[src/rtl/ott_pkg.sv]
`default_nettype none
// ----------------------------------------------------------------------------
// ott_pkg
// Shared types and constants for the outstanding transaction tracker.
// ----------------------------------------------------------------------------
package ott_pkg;

  localparam int TableDepth = 16;
  localparam int IdBits     = 32;
  localparam int TimeBits   = 32;
  localparam int IdxW       = $clog2(TableDepth);
  localparam int CntW       = $clog2(TableDepth + 1);

  localparam logic [TimeBits-1:0] TimeoutReset = TimeBits'(1000);

  typedef enum logic [1:0] {
    REQ_POST     = 2'd0,
    REQ_COMPLETE = 2'd1,
    REQ_TICK     = 2'd2
  } req_t;

  typedef enum logic [2:0] {
    STAT_POSTED    = 3'd0,
    STAT_COMPLETED = 3'd1,
    STAT_NOT_FOUND = 3'd2,
    STAT_TIMED_OUT = 3'd3,
    STAT_IDLE      = 3'd4,
    STAT_FULL      = 3'd5
  } status_t;

  typedef enum logic {
    CTRL_WAIT = 1'b0,
    CTRL_EXEC = 1'b1
  } ctrl_state_t;

  typedef struct packed {
    logic latch;
    logic exec;
  } ott_cmd_t;

  typedef struct packed {
    logic out_blocked;
  } ott_stat_t;

endpackage
`default_nettype wire

[src/rtl/ott_ctrl.sv]
`default_nettype none
// ----------------------------------------------------------------------------
// ott_ctrl
// Controller: takes one transaction, then runs it once the result slot frees.
// ----------------------------------------------------------------------------
module ott_ctrl import ott_pkg::*; (
  input  wire logic      clk,
  input  wire logic      rst,
  input  wire logic      s_tvalid,
  output logic           s_tready,
  input  wire ott_stat_t stat,
  output ott_cmd_t       cmd
);

  ctrl_state_t state;
  ctrl_state_t state_next;

  always_ff @(posedge clk) begin
    if (rst) begin
      state <= CTRL_WAIT;
    end else begin
      state <= state_next;
    end
  end

  always_comb begin
    state_next = state;
    unique case (state)
      CTRL_WAIT: if (s_tvalid) state_next = CTRL_EXEC;
      CTRL_EXEC: if (!stat.out_blocked) state_next = CTRL_WAIT;
      default:   state_next = CTRL_WAIT;
    endcase
  end

  always_comb begin
    s_tready  = 1'b0;
    cmd.latch = 1'b0;
    cmd.exec  = 1'b0;
    unique case (state)
      CTRL_WAIT: begin
        s_tready  = 1'b1;
        cmd.latch = s_tvalid;
      end
      CTRL_EXEC: begin
        // hold while the previous result still waits
        cmd.exec = !stat.out_blocked;
      end
      default: begin
        s_tready = 1'b0;
      end
    endcase
  end

endmodule
`default_nettype wire

[src/rtl/ott_dp.sv]
`default_nettype none
// ----------------------------------------------------------------------------
// ott_dp
// Datapath: ordered slot table, time counter, timeout register, result register.
// ----------------------------------------------------------------------------
module ott_dp import ott_pkg::*; (
  input  wire logic                clk,
  input  wire logic                rst,
  input  wire ott_cmd_t            cmd,
  output ott_stat_t                stat,
  input  wire logic [1:0]          in_req,
  input  wire logic [IdBits-1:0]   in_id,
  input  wire logic                cfg_valid,
  input  wire logic [TimeBits-1:0] cfg_data,
  output logic                     out_valid,
  input  wire logic                out_ready,
  output logic [2:0]               out_status,
  output logic [IdBits-1:0]        out_id
);

  logic [IdBits-1:0]   slot_id [TableDepth];
  logic [TimeBits-1:0] slot_deadline [TableDepth];
  logic [CntW-1:0]     count;
  logic [TimeBits-1:0] time_now;
  logic [TimeBits-1:0] timeout_ticks;
  req_t                req;
  logic [IdBits-1:0]   id;

  logic [TimeBits-1:0] time_inc;
  logic [TimeBits-1:0] diff;
  logic                expired;
  logic                full;
  logic [TableDepth-1:0] match;
  logic                found;
  logic [IdxW-1:0]     match_pos;
  logic                remove;
  logic [IdxW-1:0]     remove_pos;
  logic                do_post;
  logic                do_tick;
  status_t             res_status;
  logic [IdBits-1:0]   res_id;

  assign stat.out_blocked = out_valid && !out_ready;

  assign time_inc = time_now + TimeBits'(1);
  assign diff     = slot_deadline[0] - time_inc;
  assign expired  = (count != '0) && diff[TimeBits-1];
  assign full     = (count == CntW'(TableDepth));

  always_comb begin
    for (int k = 0; k < TableDepth; k++) begin
      match[k] = (CntW'(k) < count) && (slot_id[k] == id);
    end
  end

  // lowest matching slot is the oldest
  always_comb begin
    found     = 1'b0;
    match_pos = '0;
    for (int k = TableDepth - 1; k >= 0; k--) begin
      if (match[k]) begin
        found     = 1'b1;
        match_pos = IdxW'(k);
      end
    end
  end

  always_comb begin
    res_status = STAT_IDLE;
    res_id     = '0;
    remove     = 1'b0;
    remove_pos = '0;
    do_post    = 1'b0;
    do_tick    = 1'b0;
    unique case (req)
      REQ_POST: begin
        if (full) begin
          res_status = STAT_FULL;
        end else begin
          do_post    = 1'b1;
          res_status = STAT_POSTED;
          res_id     = id;
        end
      end
      REQ_COMPLETE: begin
        res_status = STAT_NOT_FOUND;
        if (found) begin
          remove     = 1'b1;
          remove_pos = match_pos;
          res_status = STAT_COMPLETED;
          res_id     = id;
        end
      end
      REQ_TICK: begin
        do_tick = 1'b1;
        if (expired) begin
          remove     = 1'b1;
          res_status = STAT_TIMED_OUT;
          res_id     = slot_id[0];
        end
      end
      default: begin
        res_status = STAT_IDLE;
      end
    endcase
  end

  // control registers
  always_ff @(posedge clk) begin
    if (rst) begin
      count         <= '0;
      time_now      <= '0;
      timeout_ticks <= TimeoutReset;
      out_valid     <= 1'b0;
    end else begin
      if (cfg_valid) begin
        timeout_ticks <= cfg_data;
      end
      if (cmd.exec) begin
        out_valid <= 1'b1;
        if (do_tick) time_now <= time_inc;
        if (do_post) begin
          count <= count + CntW'(1);
        end else if (remove) begin
          count <= count - CntW'(1);
        end
      end else if (out_ready) begin
        out_valid <= 1'b0;
      end
    end
  end

  // payload registers
  always_ff @(posedge clk) begin
    if (cmd.latch) begin
      req <= req_t'(in_req);
      id  <= in_id;
    end
    if (cmd.exec) begin
      out_status <= res_status;
      out_id     <= res_id;
      if (do_post) begin
        slot_id[count[IdxW-1:0]]       <= id;
        slot_deadline[count[IdxW-1:0]] <= time_now + timeout_ticks;
      end
      if (remove) begin
        // close the gap: entries behind the removed one move up
        for (int k = 0; k < TableDepth - 1; k++) begin
          if (IdxW'(k) >= remove_pos) begin
            slot_id[k]       <= slot_id[k+1];
            slot_deadline[k] <= slot_deadline[k+1];
          end
        end
      end
    end
  end

endmodule
`default_nettype wire

[src/rtl/outstanding_transaction_tracker_top.sv]
`default_nettype none
// ----------------------------------------------------------------------------
// outstanding_transaction_tracker_top
// Ordered table of pending transactions with per-entry deadlines.
// ----------------------------------------------------------------------------
//  channel | direction | handshake          | payload
//  s_      | in        | s_tvalid/s_tready  | tuser req_type, tdata trans_id
//  m_      | out       | m_tvalid/m_tready  | tuser status, tdata result_id
//  cfg_    | in        | cfg_valid/cfg_ready| cfg_data timeout_ticks
//
//  Each transaction is captured in the WAIT state; the EXEC state then runs the
//  lookup, shift and update of the 16-slot table in a single step.
//  The EXEC state waits while a previous result is held by m_tready low.
//  Reset empties the table, clears time and loads timeout_ticks with 1000.
// ----------------------------------------------------------------------------
module outstanding_transaction_tracker_top import ott_pkg::*; (
  input  wire logic                clk,
  input  wire logic                rst,
  input  wire logic                s_tvalid,
  output logic                     s_tready,
  input  wire logic [1:0]          s_tuser,   // [1:0] req_type
  input  wire logic [31:0]         s_tdata,   // [31:0] trans_id
  output logic                     m_tvalid,
  input  wire logic                m_tready,
  output logic [2:0]               m_tuser,   // [2:0] status
  output logic [31:0]              m_tdata,   // [31:0] result_id
  input  wire logic                cfg_valid,
  output logic                     cfg_ready,
  input  wire logic [31:0]         cfg_data   // [31:0] timeout_ticks
);

  ott_cmd_t  cmd;
  ott_stat_t stat;

  assign cfg_ready = 1'b1;

  ott_ctrl u_ctrl (
    .clk      (clk),
    .rst      (rst),
    .s_tvalid (s_tvalid),
    .s_tready (s_tready),
    .stat     (stat),
    .cmd      (cmd)
  );

  ott_dp u_dp (
    .clk        (clk),
    .rst        (rst),
    .cmd        (cmd),
    .stat       (stat),
    .in_req     (s_tuser),
    .in_id      (s_tdata),
    .cfg_valid  (cfg_valid),
    .cfg_data   (cfg_data),
    .out_valid  (m_tvalid),
    .out_ready  (m_tready),
    .out_status (m_tuser),
    .out_id     (m_tdata)
  );

endmodule
`default_nettype wire
[config.mk]
export PLATFORM = sky130hd
export DESIGN_NAME = outstanding_transaction_tracker_top
export DESIGN_NICKNAME = d
export VERILOG_FILES = /design/src/rtl/ott_pkg.sv /design/src/rtl/ott_ctrl.sv /design/src/rtl/ott_dp.sv /design/src/rtl/outstanding_transaction_tracker_top.sv
export SDC_FILE = /design/constraint.sdc
export NUM_CORES = 2
export LEC_CHECK = 0
export BUFFER_PORTS_ARGS = -buffer_cell sky130_fd_sc_hd__buf_2
export CAP_MARGIN = 20
export CORE_MARGIN = 8
export CORE_UTILIZATION = 35
export CTS_CLUSTER_DIAMETER = 60
export DETAILED_ROUTE_END_ITERATION = 8
export SYNTH_ARGS = -nofsm -noshare
export SYNTH_HDL_FRONTEND = slang
export SYNTH_SLANG_ARGS = --single-unit
export TNS_END_PERCENT = 10
[constraint.sdc]
create_clock -name clk -period 16.7 [get_ports clk]
set_input_delay 2.505 -clock clk [delete_from_list [all_inputs] [get_ports clk]]
set_output_delay 2.505 -clock clk [all_outputs]
set_load 0.03 [all_outputs]
After elaboration in Yosys (flattened, before gate mapping)
Memories as Yosys holds them, arrays and structs flattened.
Cells that the tools add are included.
Widths: inputs -> output; s select.

storage, ports and cells
  input bits = 71
  memories kept = 2
  output and inout port bits = 38
  memory bits (writable) = 1024
  logic and storage cells = 222
  flip-flop bits (word level) = 140

memory list
  memory              words  width  rd ports  clocked after memory_dff  wr ports  RTL line      text
  u_dp.slot_deadline  16     32     16        0                         15        ott_dp.sv:22  logic [TimeBits-1:0] slot_deadline [TableDepth];
  u_dp.slot_id        16     32     16        0                         15        ott_dp.sv:21  logic [IdBits-1:0] slot_id [TableDepth];

cells by class
  order comparisons = 31
  equal/unequal tests = 19
  add/sub/neg operators = 5
  mux-type cells = 127
  bitwise logic cells = 1
  reduce and logical (&&, ||, !) cells = 28

operators by type and width
  operator               count
  $eq 32x32->1           16
  $mux 32                5
  $pmux 32 s3            1
  $mux 1                 93
  $mux 4                 20
  $reduce_or 32->1       2
  $lt 4x5->1 const A     8
  $add 32x1->32 const B  1
  $add 32x32->32         1
  $sub 32x32->32         1
  $ge 4x4->1 const A     7
  $lt 3x5->1 const A     4
  $logic_and 1x1->1      18
  $ge 3x4->1 const A     4
  $lt 1x5->1 const A     2
  $lt 2x5->1 const A     2
  $mux 5                 2
  $pmux 3 s3             1
  $ge 1x4->1 const A     2
  $ge 2x4->1 const A     2
  $mux 3                 2
  $add 5x1->5 const B    1
  $eq 5x5->1 const B     1
  $reduce_bool 5->1      1
  10 further kinds       14

Depth between registers and ports, before layout
An unclocked memory read counts as a cell.

  depth after elaboration = 28
  depth in mapped cells = 25
  depth with buffers taken out = 21

Cells and area by module
A second synthesis with hierarchy kept.

second synthesis, totals
  cell total of the unflattened synthesis = 3912
  area, all modules = 57513.9 µm²

modules (own cells, without submodules)
  module                               area an instance (µm²)  times used  sequential area each (µm²)  cells each
  ott_dp                               57452.6                 1           34222.8                     3904
  ott_ctrl                             50.0                    1           20.0                        6
  outstanding_transaction_tracker_top  11.3                    1           0.0                         2

Worst setup path before layout
No wires, ideal clock.

  path kind = input to register
  from = input m_tready
  to = memory u_dp.slot_deadline[15][0], enable pin
  stages on the path = 5
  data required time = 16.135 ns
  setup slack = 7.379 ns
  arrival = 8.756 ns
  setup time = 0.565 ns
  path buffers = 1
  cells stage by stage = nand2b_1 and2_1 clkbuf_1 nand2_1 nor3_1

RTL lines
  item         RTL line                                   text
  from (decl)  outstanding_transaction_tracker_top.sv:24  input wire logic m_tready,
  to (decl)    ott_dp.sv:22

==> metrics <==
outcome finished clean; Die X 425.6 um; root buf cell clkbuf_16; clock power share 0.449; via count 34,210; Avg WL per Cell 24.13 um; nets 4,297; hold-critical path depth 2; Fin Hold WS 519.7 ps; Core Util, Final 0.3955; required time worst endpoint 16,970 ps; share of layout cells above drive strength 1 0.3033; TritonCTS buffer count 141; Setup Buffers After CTS 0; LEAKAGE 21.67 nW; GR Overflow Total 0; TritonRoute pass-1 iters 6; sequential element share of the synthesized area 0.5832; Initial Utilization 0.3519; Hold Crit Endpoint u_dp.timeout_ticks[4]; worst rel slew slack 0.2424; r2r worst-path depth 21; dpl ws 8185 ps; Hold Crit Class reg -> reg; HPWL after DPL 106.5 mm; Max Cap Violations 0; hold wc startpoint u_dp.timeout_ticks[4]; mapped cell area 0.05872 mm2; Setup TNS 0 ps; gpl congestion 0.9190; die area 0.1811 mm2; Slew @ Worst Pin 1136 ps; DR vias/cell 5.284; max-slew violation count 0; sw frac 0.2328; startpoint types register; worst reg2reg setup slack 8310 ps; Pwr per Cell Area 102.9 mW/mm2; Int Power 0.005209 W; Worst Path Arrival 8660 ps; Synth cell types 74; IR drop worst, VDD 0.09957 mV; CTS max path bufs 3; Final ANT Viol Nets 0; area grow syn2layout 12.38%; final wirelength 156.2 mm; vias in the first global route 34,370; Worst Setup End Kind register; pin count of the biggest net entering global routing 73; all-layer global routing usage 0.1674; CTS resizes 0; min cycle time layout 8389 ps; RSZ-0062 raised after global routing false; initial DRC count 2,879; fraction of registers with async set/reset 0; Std-Cell Rows 150; DRC 0; CTS tree yes; first-pass GRT wire length 231.2 mm; initial antenna violation count 2; sequential share of power 0.478; Syn Nets 4,276; Synth warnings 0; final worst path period share 0.5023; fmax 0.1192 GHz; Post-CTS Hold Buffers 0; latest clock arrival within the worst-skew pair 790 ps; top-level port count 109; Reg clk slew, reported paths 60 ps; R2R Path Start u_dp.time_now[0]; Fin. Hold Viols 0; Worst Setup Path Type reg -> reg; Syn Inst Count 4,134; core area 0.1668 mm2; clk sinks 1,164; worst-path fanout max 69; IO buf count 107; EDFF count, synth 1,093; fin worst setup slack 8311 ps; die height 425.6 um; Design Power 0.006790 W; H-tree levels 4; NetSw 0.001581 W; Synth Area per Inst 14.20 um2; Comb power frac 0.073; final setup vio count 0; R2R Path End u_dp.slot_deadline[10][6]; Most used DFF post-synth edfxtp_1; register bit count reported by yosys 1,164; clock skew 49.60 ps
cells in the final DEF (no fill, tap or decap), drive strengths merged, types with 6 or more instances in the layout:
cell / netlist / final
a211o: 9 / 9
a21o: 31 / 31
a21oi: 49 / 49
a22oi: 34 / 34
a31oi: 11 / 11
and2: 9 / 9
and3: 14 / 14
buf: 201 / 187
bufinv: 0 / 9
clkbuf: 108 / 176
clkinv: 1 / 51
clkinvlp: 0 / 6
dfxtp: 71 / 71
edfxtp: 1093 / 1093
ha: 70 / 70
inv: 25 / 38
mux2: 942 / 942
mux2i: 27 / 27
nand2: 142 / 142
nand2b: 23 / 23
nand3: 52 / 52
nand4: 216 / 216
nand4b: 9 / 9
nor2: 138 / 138
nor2b: 17 / 17
nor3: 51 / 51
nor3b: 8 / 8
nor4: 55 / 55
nor4b: 14 / 14
o2111ai: 6 / 6
o21a: 11 / 11
o21ai: 41 / 41
or3: 7 / 7
xnor2: 506 / 506
xor2: 89 / 89
power by group through the flow:
stage / registers (W) / clock network, W / logic, W
after detailed placement: 0.00331 / 0 / 0.000489
after floorplan: 0.00331 / 0 / 0.000331
after global placement: 0.00331 / 0 / 0.000484
final: 0.00325 / 0.00305 / 0.000495
after CTS: 0.00325 / 0.00311 / 0.000493
after global routing: 0.00325 / 0.00322 / 0.000532
cell type report:
class                   count  area, um2
well taps                2204       2758
diodes                      4      10.01
clock inverters            78      767.0
clock buffers             176       3831
inverters                  26      97.59
multi-input cells        2635      23080
flip-flops and latches   1164      34240
fillers                 15320     100900
repair buffers            187       1201
routing by layer:
layer	share of wire	track usage	up-vias
met5	0	0	-
met3	0.055	0.03030	248
met2	0.46	0.2676	1037
met1	0.46	0.2319	17260
met4	0.027	0.05123	0
li1	-	-	15660
synth_stat cells, types with 3 or more instances:
master	n	area (um2)
or4_1	4	30.03
nand4_1	215	1345
nor3_1	49	245.2
dfxtp_1	71	1421
nand4b_1	9	78.83
nor3b_1	8	60.06
nor2b_1	17	106.4
ha_1	70	875.8
and2_1	9	56.30
edfxtp_1	1093	32820
mux2i_1	27	270.3
a21o_1	31	232.7
mux2_1	105	1182
o2111ai_1	6	52.55
xor2_1	89	779.5
a211o_1	9	78.83
nand2b_1	23	143.9
buf_2	127	635.6
or3_1	7	43.79
o21bai_1	4	30.03
mux2_2	837	9425
o21a_1	11	82.58
buf_1	5	18.77
inv_1	25	93.84
o211ai_1	3	22.52
nand3_1	52	260.3
and3_1	14	87.58
o211a_1	3	30.03
buf_4	38	285.3
nor4b_1	14	122.6
a31oi_1	11	68.82
a31o_2	4	35.03
nand2_1	142	533.0
buf_6	31	349.1
xnor2_1	505	4423
nor2_1	138	518.0
a21oi_1	48	240.2
nor4_1	54	337.8
o21ai_0	41	205.2
a22oi_1	34	255.2
clkbuf_1	108	405.4
how the worst max path moves through the flow:
stage / start / endpoint / cells past startpoint
5_1_grt: u_dp.time_now[0] / u_dp.slot_deadline[10][6] / 22
4_1_cts: u_dp.time_now[0] / u_dp.slot_id[0][9] / 22
3_5_place_dp: u_dp.time_now[0] / u_dp.slot_id[0][25] / 22
3_3_place_gp: u_dp.time_now[0] / u_dp.slot_id[0][25] / 22
2_1_floorplan: m_tready / u_dp.slot_deadline[15][0] / 5
6_report: u_dp.time_now[0] / u_dp.slot_deadline[10][6] / 21
per-stage QoR:
stage,cells,cell area (um2)
after floorplan,4134,58720
after CTS,6463,65870
after global routing,6471,65980
after detailed placement,6209,61270
final,6474,65990
after global placement,6208,61260
logic make-up after synthesis:
kind of cell    count (synthesis)  synth area share
fa+ha+maj                      71           0.01526
xor+xnor                      595           0.08888
flops                        1164            0.5832
buf+inv                       335           0.03051
other cells                     1        0.00006386
compound gates                228           0.02664
simple gates                  771           0.07025
mux                           969            0.1853
critical path: stages (launching register included):
cell	delay (ps)
dfxtp_1	430
ha_1	230
and3_1	220
and3_1	240
and3_1	330
and4_1	330
nand2_1	120
nor3_1	330
and3_1	300
xnor2_1	140
ha_1	270
a21o_1	170
a21o_1	170
a21oi_1	160
o221ai_1	130
a31oi_1	590
mux2i_1	420
a21o_1	590
or2_4	230
buf_4	740
nand2b_4	920
nand2_4	750
state kept, by name, summed over array words and instances (netlist names):
signal,cells
u_dp.time_now,32
u_dp.out_id,32
u_dp.out_valid,1
u_dp.slot_deadline,512
u_dp.id,32
u_dp.count,5
u_dp.out_status,3
u_dp.req,2
u_dp.timeout_ticks,32
u_ctrl.state,1
u_dp.slot_id,512
No activity file was read; power rests on OpenSTA's default activity.
